**config.mk**
```make
export PLATFORM = sky130hd
export DESIGN_NAME = moving_average_filter
export DESIGN_NICKNAME = d
export VERILOG_FILES = /design/src/design/maf_pkg.sv /design/src/design/moving_average_filter.sv
export VERILOG_INCLUDE_DIRS = /design/src /design/src/design
export SDC_FILE = /design/constraint.sdc
export NUM_CORES = 1
export LEC_CHECK = 0
export BUFFER_PORTS_ARGS = -buffer_cell sky130_fd_sc_hd__buf_2
export CAP_MARGIN = 20
export CORE_AREA = 2 2 277 279
export CTS_CLUSTER_SIZE = 30
export DETAILED_ROUTE_END_ITERATION = 8
export DIE_AREA = 0 0 279 281
export MAX_ROUTING_LAYER = met4
export PLACE_DENSITY = 0.79
export SYNTH_ARGS = -nofsm -noshare
export SYNTH_HDL_FRONTEND = slang
export SYNTH_SLANG_ARGS = --single-unit
```
**constraint.sdc**
```tcl
create_clock -name clk -period 5.38 [get_ports clk]
set_input_delay 0.269 -clock clk [delete_from_list [all_inputs] [get_ports clk]]
set_output_delay 0.269 -clock clk [all_outputs]
set_load 0.05 [all_outputs]
```
**src/design/moving_average_filter_macros.svh**
```systemverilog
`ifndef MOVING_AVERAGE_FILTER_MACROS_SVH
`define MOVING_AVERAGE_FILTER_MACROS_SVH

// same-cycle implication, sampled on clk, off during reset
`define MAF_ASSERT_NOW(lbl, ante, cons, msg) \
  lbl: assert property (@(posedge clk) disable iff (!rst_n) (ante) |-> (cons)) \
    else $error(msg);

// next-cycle implication, sampled on clk, off during reset
`define MAF_ASSERT_NEXT(lbl, ante, cons, msg) \
  lbl: assert property (@(posedge clk) disable iff (!rst_n) (ante) |=> (cons)) \
    else $error(msg);

`endif

```
**src/design/maf_pkg.sv**
```systemverilog
`default_nettype none

package maf_pkg;

  localparam int RING_DEPTH_DEF   = 64;
  localparam int SAMPLE_WIDTH_DEF = 16;

  localparam int WIN_W      = 7;
  localparam int CFG_DATA_W = 8;

  localparam logic [WIN_W-1:0] WIN_RESET = 7'd64;

endpackage

`default_nettype wire

```
**src/design/moving_average_filter.sv**
```systemverilog
// Moving average over the last window_length samples.
//
// Channels: in_* takes one signed sample per word, out_* gives one average
// per sample, cfg_* writes window_length (always ready; write it only while
// no sample is in flight). Window 0 acts as 1, a window above RING_DEPTH
// acts as RING_DEPTH.
//
// After reset the block clears its sample ring, one entry per cycle, and
// holds in_tready low until the whole ring is clear. Sum, index and window reset too.
//
// Each sample holds the block through these steps: subtract the oldest
// sample, add the new one, take the magnitude, then a restoring division by
// the window at one quotient bit per cycle (SUM_W steps), then sign and
// saturation. in_tready is high only between samples, so the block takes no
// new sample until the previous one is through.
//
// The result sits in an output register; a stalled receiver does not stop
// the next sample from being taken. Only if the receiver still holds the
// previous average when the next one is ready does the block wait.
`default_nettype none

`include "moving_average_filter_macros.svh"

module moving_average_filter #(
  parameter int RING_DEPTH   = maf_pkg::RING_DEPTH_DEF,
  parameter int SAMPLE_WIDTH = maf_pkg::SAMPLE_WIDTH_DEF
) (
  input  wire logic                                    clk,
  input  wire logic                                    rst_n,
  input  wire logic                                    in_tvalid,
  output logic                                         in_tready,
  input  wire logic [((SAMPLE_WIDTH+7)/8)*8-1:0]       in_tdata,   // [SW-1:0] sample
  output logic                                         out_tvalid,
  input  wire logic                                    out_tready,
  output logic      [((SAMPLE_WIDTH+7)/8)*8-1:0]       out_tdata,  // [SW-1:0] average
  input  wire logic                                    cfg_tvalid,
  output logic                                         cfg_tready,
  input  wire logic [maf_pkg::CFG_DATA_W-1:0]          cfg_tdata   // [6:0] window_length
);

  import maf_pkg::*;

  localparam int DATA_W = ((SAMPLE_WIDTH + 7) / 8) * 8;
  localparam int IDX_W  = (RING_DEPTH > 1) ? $clog2(RING_DEPTH) : 1;
  localparam int SUM_W  = SAMPLE_WIDTH + IDX_W + 1;
  localparam int AW     = SUM_W + 1;
  localparam int CNT_W  = $clog2(SUM_W);

  localparam logic [SUM_W-1:0] MAX_POS = SUM_W'((64'd1 << (SAMPLE_WIDTH - 1)) - 64'd1);
  localparam logic [SUM_W-1:0] MAX_NEG = SUM_W'(64'd1 << (SAMPLE_WIDTH - 1));

  typedef enum logic [7:0] {
    S_CLEAR = 8'b0000_0001,
    S_IDLE  = 8'b0000_0010,
    S_SUB   = 8'b0000_0100,
    S_ADD   = 8'b0000_1000,
    S_ABS   = 8'b0001_0000,
    S_DIV   = 8'b0010_0000,
    S_FIX   = 8'b0100_0000,
    S_OUT   = 8'b1000_0000
  } state_t;

  state_t                   state_r, state_nxt;
  logic [IDX_W-1:0]         clr_r, clr_nxt;
  logic [IDX_W-1:0]         idx_r, idx_nxt;
  logic [SUM_W-1:0]         sum_r, sum_nxt;
  logic [SUM_W-1:0]         quo_r, quo_nxt;
  logic [WIN_W-1:0]         rem_r, rem_nxt;
  logic [CNT_W-1:0]         cnt_r, cnt_nxt;
  logic [SAMPLE_WIDTH-1:0]  samp_r, samp_nxt;
  logic [WIN_W-1:0]         window_r, window_nxt;
  logic                     out_valid_r, out_valid_nxt;
  logic [SAMPLE_WIDTH-1:0]  out_data_r, out_data_nxt;
  logic [SAMPLE_WIDTH-1:0]  avg;

  logic [SAMPLE_WIDTH-1:0]  ring [RING_DEPTH];
  logic [SAMPLE_WIDTH-1:0]  rd_data_r;
  logic                     mem_we;
  logic [IDX_W-1:0]         mem_addr;
  logic [SAMPLE_WIDTH-1:0]  mem_wdata;

  logic [WIN_W-1:0]         eff_w;
  logic [WIN_W:0]           trial;
  logic                     ge;
  logic [AW-1:0]            add_a, add_b, add_res;
  logic                     add_sub;

  assign in_tready  = (state_r == S_IDLE);
  assign cfg_tready = 1'b1;
  assign out_tvalid = out_valid_r;
  assign out_tdata  = DATA_W'(out_data_r);

  always_comb begin
    if (window_r == '0) begin
      eff_w = WIN_W'(1);
    end else if (int'(window_r) > RING_DEPTH) begin
      eff_w = WIN_W'(RING_DEPTH);
    end else begin
      eff_w = window_r;
    end
  end

  // shared adder/subtractor
  assign trial = {rem_r, quo_r[SUM_W-1]};

  always_comb begin
    add_a   = '0;
    add_b   = '0;
    add_sub = 1'b0;
    unique case (state_r)
      S_SUB: begin
        add_a   = {sum_r[SUM_W-1], sum_r};
        add_b   = {{(AW-SAMPLE_WIDTH){rd_data_r[SAMPLE_WIDTH-1]}}, rd_data_r};
        add_sub = 1'b1;
      end
      S_ADD: begin
        add_a   = {sum_r[SUM_W-1], sum_r};
        add_b   = {{(AW-SAMPLE_WIDTH){samp_r[SAMPLE_WIDTH-1]}}, samp_r};
      end
      S_ABS: begin
        add_b   = {sum_r[SUM_W-1], sum_r};
        add_sub = sum_r[SUM_W-1];
      end
      S_DIV: begin
        add_a   = AW'(trial);
        add_b   = AW'(eff_w);
        add_sub = 1'b1;
      end
      default: begin
      end
    endcase
  end

  assign add_res = add_a + (add_sub ? ~add_b : add_b) + AW'(add_sub);
  assign ge      = !add_res[AW-1];

  // sign and saturation of the quotient
  always_comb begin
    if (!sum_r[SUM_W-1]) begin
      avg = (quo_r > MAX_POS) ? MAX_POS[SAMPLE_WIDTH-1:0] : quo_r[SAMPLE_WIDTH-1:0];
    end else if (quo_r > MAX_NEG) begin
      avg = MAX_NEG[SAMPLE_WIDTH-1:0];
    end else begin
      avg = -quo_r[SAMPLE_WIDTH-1:0];
    end
  end

  always_comb begin
    state_nxt     = state_r;
    clr_nxt       = clr_r;
    idx_nxt       = idx_r;
    sum_nxt       = sum_r;
    quo_nxt       = quo_r;
    rem_nxt       = rem_r;
    cnt_nxt       = cnt_r;
    samp_nxt      = samp_r;
    window_nxt    = window_r;
    out_valid_nxt = out_valid_r;
    out_data_nxt  = out_data_r;
    mem_we        = 1'b0;
    mem_addr      = idx_r;
    mem_wdata     = samp_r;

    if (cfg_tvalid && cfg_tready) begin
      window_nxt = cfg_tdata[WIN_W-1:0];
    end
    if (out_valid_r && out_tready) begin
      out_valid_nxt = 1'b0;
    end

    unique case (state_r)
      S_CLEAR: begin
        mem_we    = 1'b1;
        mem_addr  = clr_r;
        mem_wdata = '0;
        clr_nxt   = clr_r + 1'b1;
        if (clr_r == IDX_W'(RING_DEPTH - 1)) begin
          state_nxt = S_IDLE;
        end
      end
      S_IDLE: begin
        if (in_tvalid) begin
          samp_nxt  = in_tdata[SAMPLE_WIDTH-1:0];
          state_nxt = S_SUB;
        end
      end
      S_SUB: begin
        mem_we    = 1'b1;
        sum_nxt   = add_res[SUM_W-1:0];
        state_nxt = S_ADD;
      end
      S_ADD: begin
        sum_nxt   = add_res[SUM_W-1:0];
        idx_nxt   = (int'(idx_r) + 1 > int'(eff_w) - 1) ? '0 : idx_r + 1'b1;
        state_nxt = S_ABS;
      end
      S_ABS: begin
        quo_nxt   = add_res[SUM_W-1:0];
        rem_nxt   = '0;
        cnt_nxt   = CNT_W'(SUM_W - 1);
        state_nxt = S_DIV;
      end
      S_DIV: begin
        rem_nxt = ge ? add_res[WIN_W-1:0] : trial[WIN_W-1:0];
        quo_nxt = {quo_r[SUM_W-2:0], ge};
        cnt_nxt = cnt_r - 1'b1;
        if (cnt_r == '0) begin
          state_nxt = S_FIX;
        end
      end
      S_FIX: begin
        if (!out_valid_r || out_tready) begin
          out_valid_nxt = 1'b1;
          out_data_nxt  = avg;
          state_nxt     = S_IDLE;
        end
      end
      default: begin
        state_nxt = S_IDLE;
      end
    endcase
  end

  always_ff @(posedge clk) begin
    if (mem_we) begin
      ring[mem_addr] <= mem_wdata;
    end
    rd_data_r <= ring[idx_r];
  end

  always_ff @(posedge clk) begin
    if (!rst_n) begin
      state_r     <= S_CLEAR;
      clr_r       <= '0;
      idx_r       <= '0;
      sum_r       <= '0;
      window_r    <= WIN_RESET;
      out_valid_r <= 1'b0;
    end else begin
      state_r     <= state_nxt;
      clr_r       <= clr_nxt;
      idx_r       <= idx_nxt;
      sum_r       <= sum_nxt;
      window_r    <= window_nxt;
      out_valid_r <= out_valid_nxt;
    end
  end

  always_ff @(posedge clk) begin
    quo_r      <= quo_nxt;
    rem_r      <= rem_nxt;
    cnt_r      <= cnt_nxt;
    samp_r     <= samp_nxt;
    out_data_r <= out_data_nxt;
  end

  `MAF_ASSERT_NEXT(a_busy, in_tvalid && in_tready, !in_tready && state_r == S_SUB, "not busy")
  `MAF_ASSERT_NOW(a_idx_in_ring, 1'b1, int'(idx_r) < RING_DEPTH, "write index beyond ring")
  `MAF_ASSERT_NOW(a_rem_below_div, state_r == S_DIV, rem_r < eff_w, "remainder too big")
  `MAF_ASSERT_NOW(a_out_fix, $rose(out_valid_r), $past(state_r) == S_FIX, "valid outside S_FIX")

endmodule

`default_nettype wire

```
==> reports/summary.txt <==
CP Class -> register to register
Drt first pass iters -> 6
Top cells by count, synth -> 1091 x edfxtp_1, 336 x mux4_2, 160 x nand2_1
Clk_skew -> 40.2 ps
Max Freq -> 0.207 GHz
Vias -> 25200
#FFs+latches synth -> 1157
Top-count cell post-synth -> edfxtp_1
H-Tree Depth -> 3
Reg2Reg Launch Point -> state_r[6]
Final period utilization -> 90.0%
Initial antenna violation count -> 9
WL final -> 116 mm
# placed instances -> 3412
Hold Path End -> state_r[1]
RR Endpoint -> quo_r[22]
Clk Tree Root Cell -> clkbuf_16
RSZ-0062 raised after global routing -> false
Pin count of the biggest net entering global routing -> 119
Setup slack, reg-to-reg -> 540 ps
Hold Vio Cnt, Final -> 0
Post-Synthesis Net Count -> 2496
DIE HEIGHT -> 281 µm
Ys async rst share -> 0%
CP Launch Type -> register
Synth warn -> 0
# rows -> 101
Reg clk slew, reported paths -> 60 ps
Max-cap violation count -> 0
Vias in the first global route -> 25300
Iteration-0 DRC Markers -> 3378
Worst vdd ir -> 0.438 mV
Cell taking the most area after synthesis -> edfxtp_1
Layout cells sized above 1 -> 25.7%
Total GRT Usage -> 31.1%
Grt ovf -> 0
Run status -> finished clean
CTS tree -> done
Post-synthesis sequential area ratio -> 72.4%
EDFF count, synth -> 1091
TNS Setup -> 0 ps
Synth Instances -> 2430
Starting Density -> 62.4%
Area Overhead vs Synth -> 12.6%
Post-Syn Area -> 47100 µm²
Primary FF master, synth -> edfxtp_1
Avg WL per Cell -> 31.6 µm
Cell Count, Final, Fillers Out -> 3667
Core Area -> 75400 µm²
Final setup violation count -> 0
Minimum clock period -> 4840 ps
HPWL Detailed -> 63.2 mm
CTS resizes -> 0
WHS Path Cells -> 3
Total Nets Final -> 2655
CTS buffer count -> 111
Vias per inst -> 6.87
R2r worst-path depth -> 16
Yosys cell types -> 72
Worst skew pair latency -> 690 ps
HP Start -> in_tvalid
Critical Path End Type -> register
Residual DRC -> 0
WP data required -> 5760 ps
Avg Cell Area, Syn -> 19.4 µm²
Synth top area share -> 69.6%
Clock Sinks -> 1157
Synth area leaders -> edfxtp_1 70%, mux4_2 16%, dfxtp_1 2.8%, nand2_1 1.3%, nor2_1 0.97%
Relative slew slack -> 24.7%
First-pass GRT wire length -> 169 mm
Number of I/O port buffers -> 45
Clock tree buffer depth -> 3
Power Density -> 399 nW/µm²
Fin. max-slew vios -> 0
Leakage -> 0.0171 µW
Total Die Area -> 78400 µm²
Gpl congestion -> 0.936
Critical path arrival -> 5220 ps
Die width -> 279 µm
Measured slew at the worst slew-check pin -> 1130 ps
Fillcell total -> 4349
# IOs -> 48
Critical Path Fanout Max -> 14
Worst min-delay path class -> primary input to register
Final antenna-violating net count -> 0
## cells by family (layout without fill, tap and decap cells)
| kind of cell | count (synthesis) | after routing | synth area share, % |
|---|---|---|---|
| muxes | 356 | 356 | 16.5 |
| adders and majority gates | 37 | 37 | 0.999 |
| buffers and inverters | 155 | 409 | 1.29 |
| xor gates and xnor gates | 55 | 55 | 1.02 |
| and+or+nand+nor | 465 | 465 | 4.77 |
| DFF | 1157 | 1157 | 72.4 |
| AOI/OAI and AO/OA | 204 | 204 | 3.03 |
| other | 1 | 6 | 0.00796 |
## registers in the layout (all words and copies together), names as in the netlist
register / flops
rem_r: 7
out_tvalid: 1
rd_data_r: 16
quo_r: 23
ring: 1024
out_tdata: 16
clr_r: 6
cnt_r: 5
window_r: 7
sum_r: 23
samp_r: 16
idx_r: 6
state_r: 7
## power by group
part	internal, µW	switching [µW]	leakage, µW
sequential	11000	128	0.0106
clock	4400	3310	0.00174
combinational	571	1750	0.00473
## metal layers
| layer | vias up | track usage (%) | routed length (µm) |
|---|---|---|---|
| li1 | 10200 | - | - |
| met5 | - | - | 0 |
| met4 | 0 | 11.3 | 4750 |
| met2 | 1744 | 49.2 | 56700 |
| met1 | 12900 | 40.7 | 42200 |
| met3 | 288 | 6.43 | 12100 |
## worst max-delay path by stage
stage	start	end	slack, ps	depth (start not counted)
after detailed placement	state_r[6]	quo_r[22]	620	16
after global routing	state_r[6]	quo_r[22]	230	16
final	state_r[6]	quo_r[22]	540	16
after CTS	state_r[6]	quo_r[22]	590	16
after global placement	state_r[6]	quo_r[21]	690	15
after floorplan	state_r[6]	quo_r[21]	1200	15
## layout by cell type (no fill, tap or decap), types with 20 or more instances in the layout
| cell type | n |
|---|---|
| a21o_1 | 20 |
| a21oi_1 | 51 |
| and2_1 | 25 |
| buf_2 | 45 |
| buf_4 | 89 |
| clkbuf_1 | 33 |
| clkbuf_16 | 114 |
| clkinv_1 | 21 |
| dfxtp_1 | 62 |
| dlygate4sd3_1 | 25 |
| edfxtp_1 | 1091 |
| ha_1 | 36 |
| inv_1 | 21 |
| mux4_2 | 336 |
| nand2_1 | 160 |
| nand3_1 | 26 |
| nor2_1 | 122 |
| o21ai_0 | 31 |
| xnor2_1 | 38 |
## critical path, stage by stage (launching register included)
cell and delay [ps]:
dfxtp_1 360, or3_1 550, nor3_1 360, and3b_1 460, buf_4 300, a222oi_1 110, xnor2_1 160, ha_1 390
a21o_1 210, a21o_1 180, a21oi_1 180, o21ai_0 140, or3_1 320, o211ai_1 320, o21a_1 240, xor2_1 160
o21ai_0 110
## stage by stage
step / area, µm² / hold slack (ps) / worst slack [ps] / util [%] / power [µW]
finish: 53000 / 36.4 / 540 / 70.3 / 21200
global route: 53000 / 16.3 / 227 / 70.3 / 21700
CTS: 52600 / 11.7 / 588 / 69.8 / 21000
detailed placement: 48800 / 447 / 624 / 64.7 / 13300
global placement: 48800 / 450 / 687 / 64.7 / 13200
floorplan: 47100 / 368 / 1200 / - / 12400
## layout make-up
cell class	instances	area (µm²)	share of cell area (%)
multi-input cells	1118	12400	23.4
inverters	21	78.8	0.149
well taps	978	1220	2.31
clock inverters	59	597	1.13
repair buffers	180	1590	3.01
clock buffers	149	3000	5.66
flip-flops and latches	1157	34100	64.3
diodes	5	12.5	0.0236
## repair_timing
item,in CTS,in global routing
setup buffers,0,0
hold buffers,24,1
hold endpoints to repair,24,5
(Power assumes the default switching activity.)
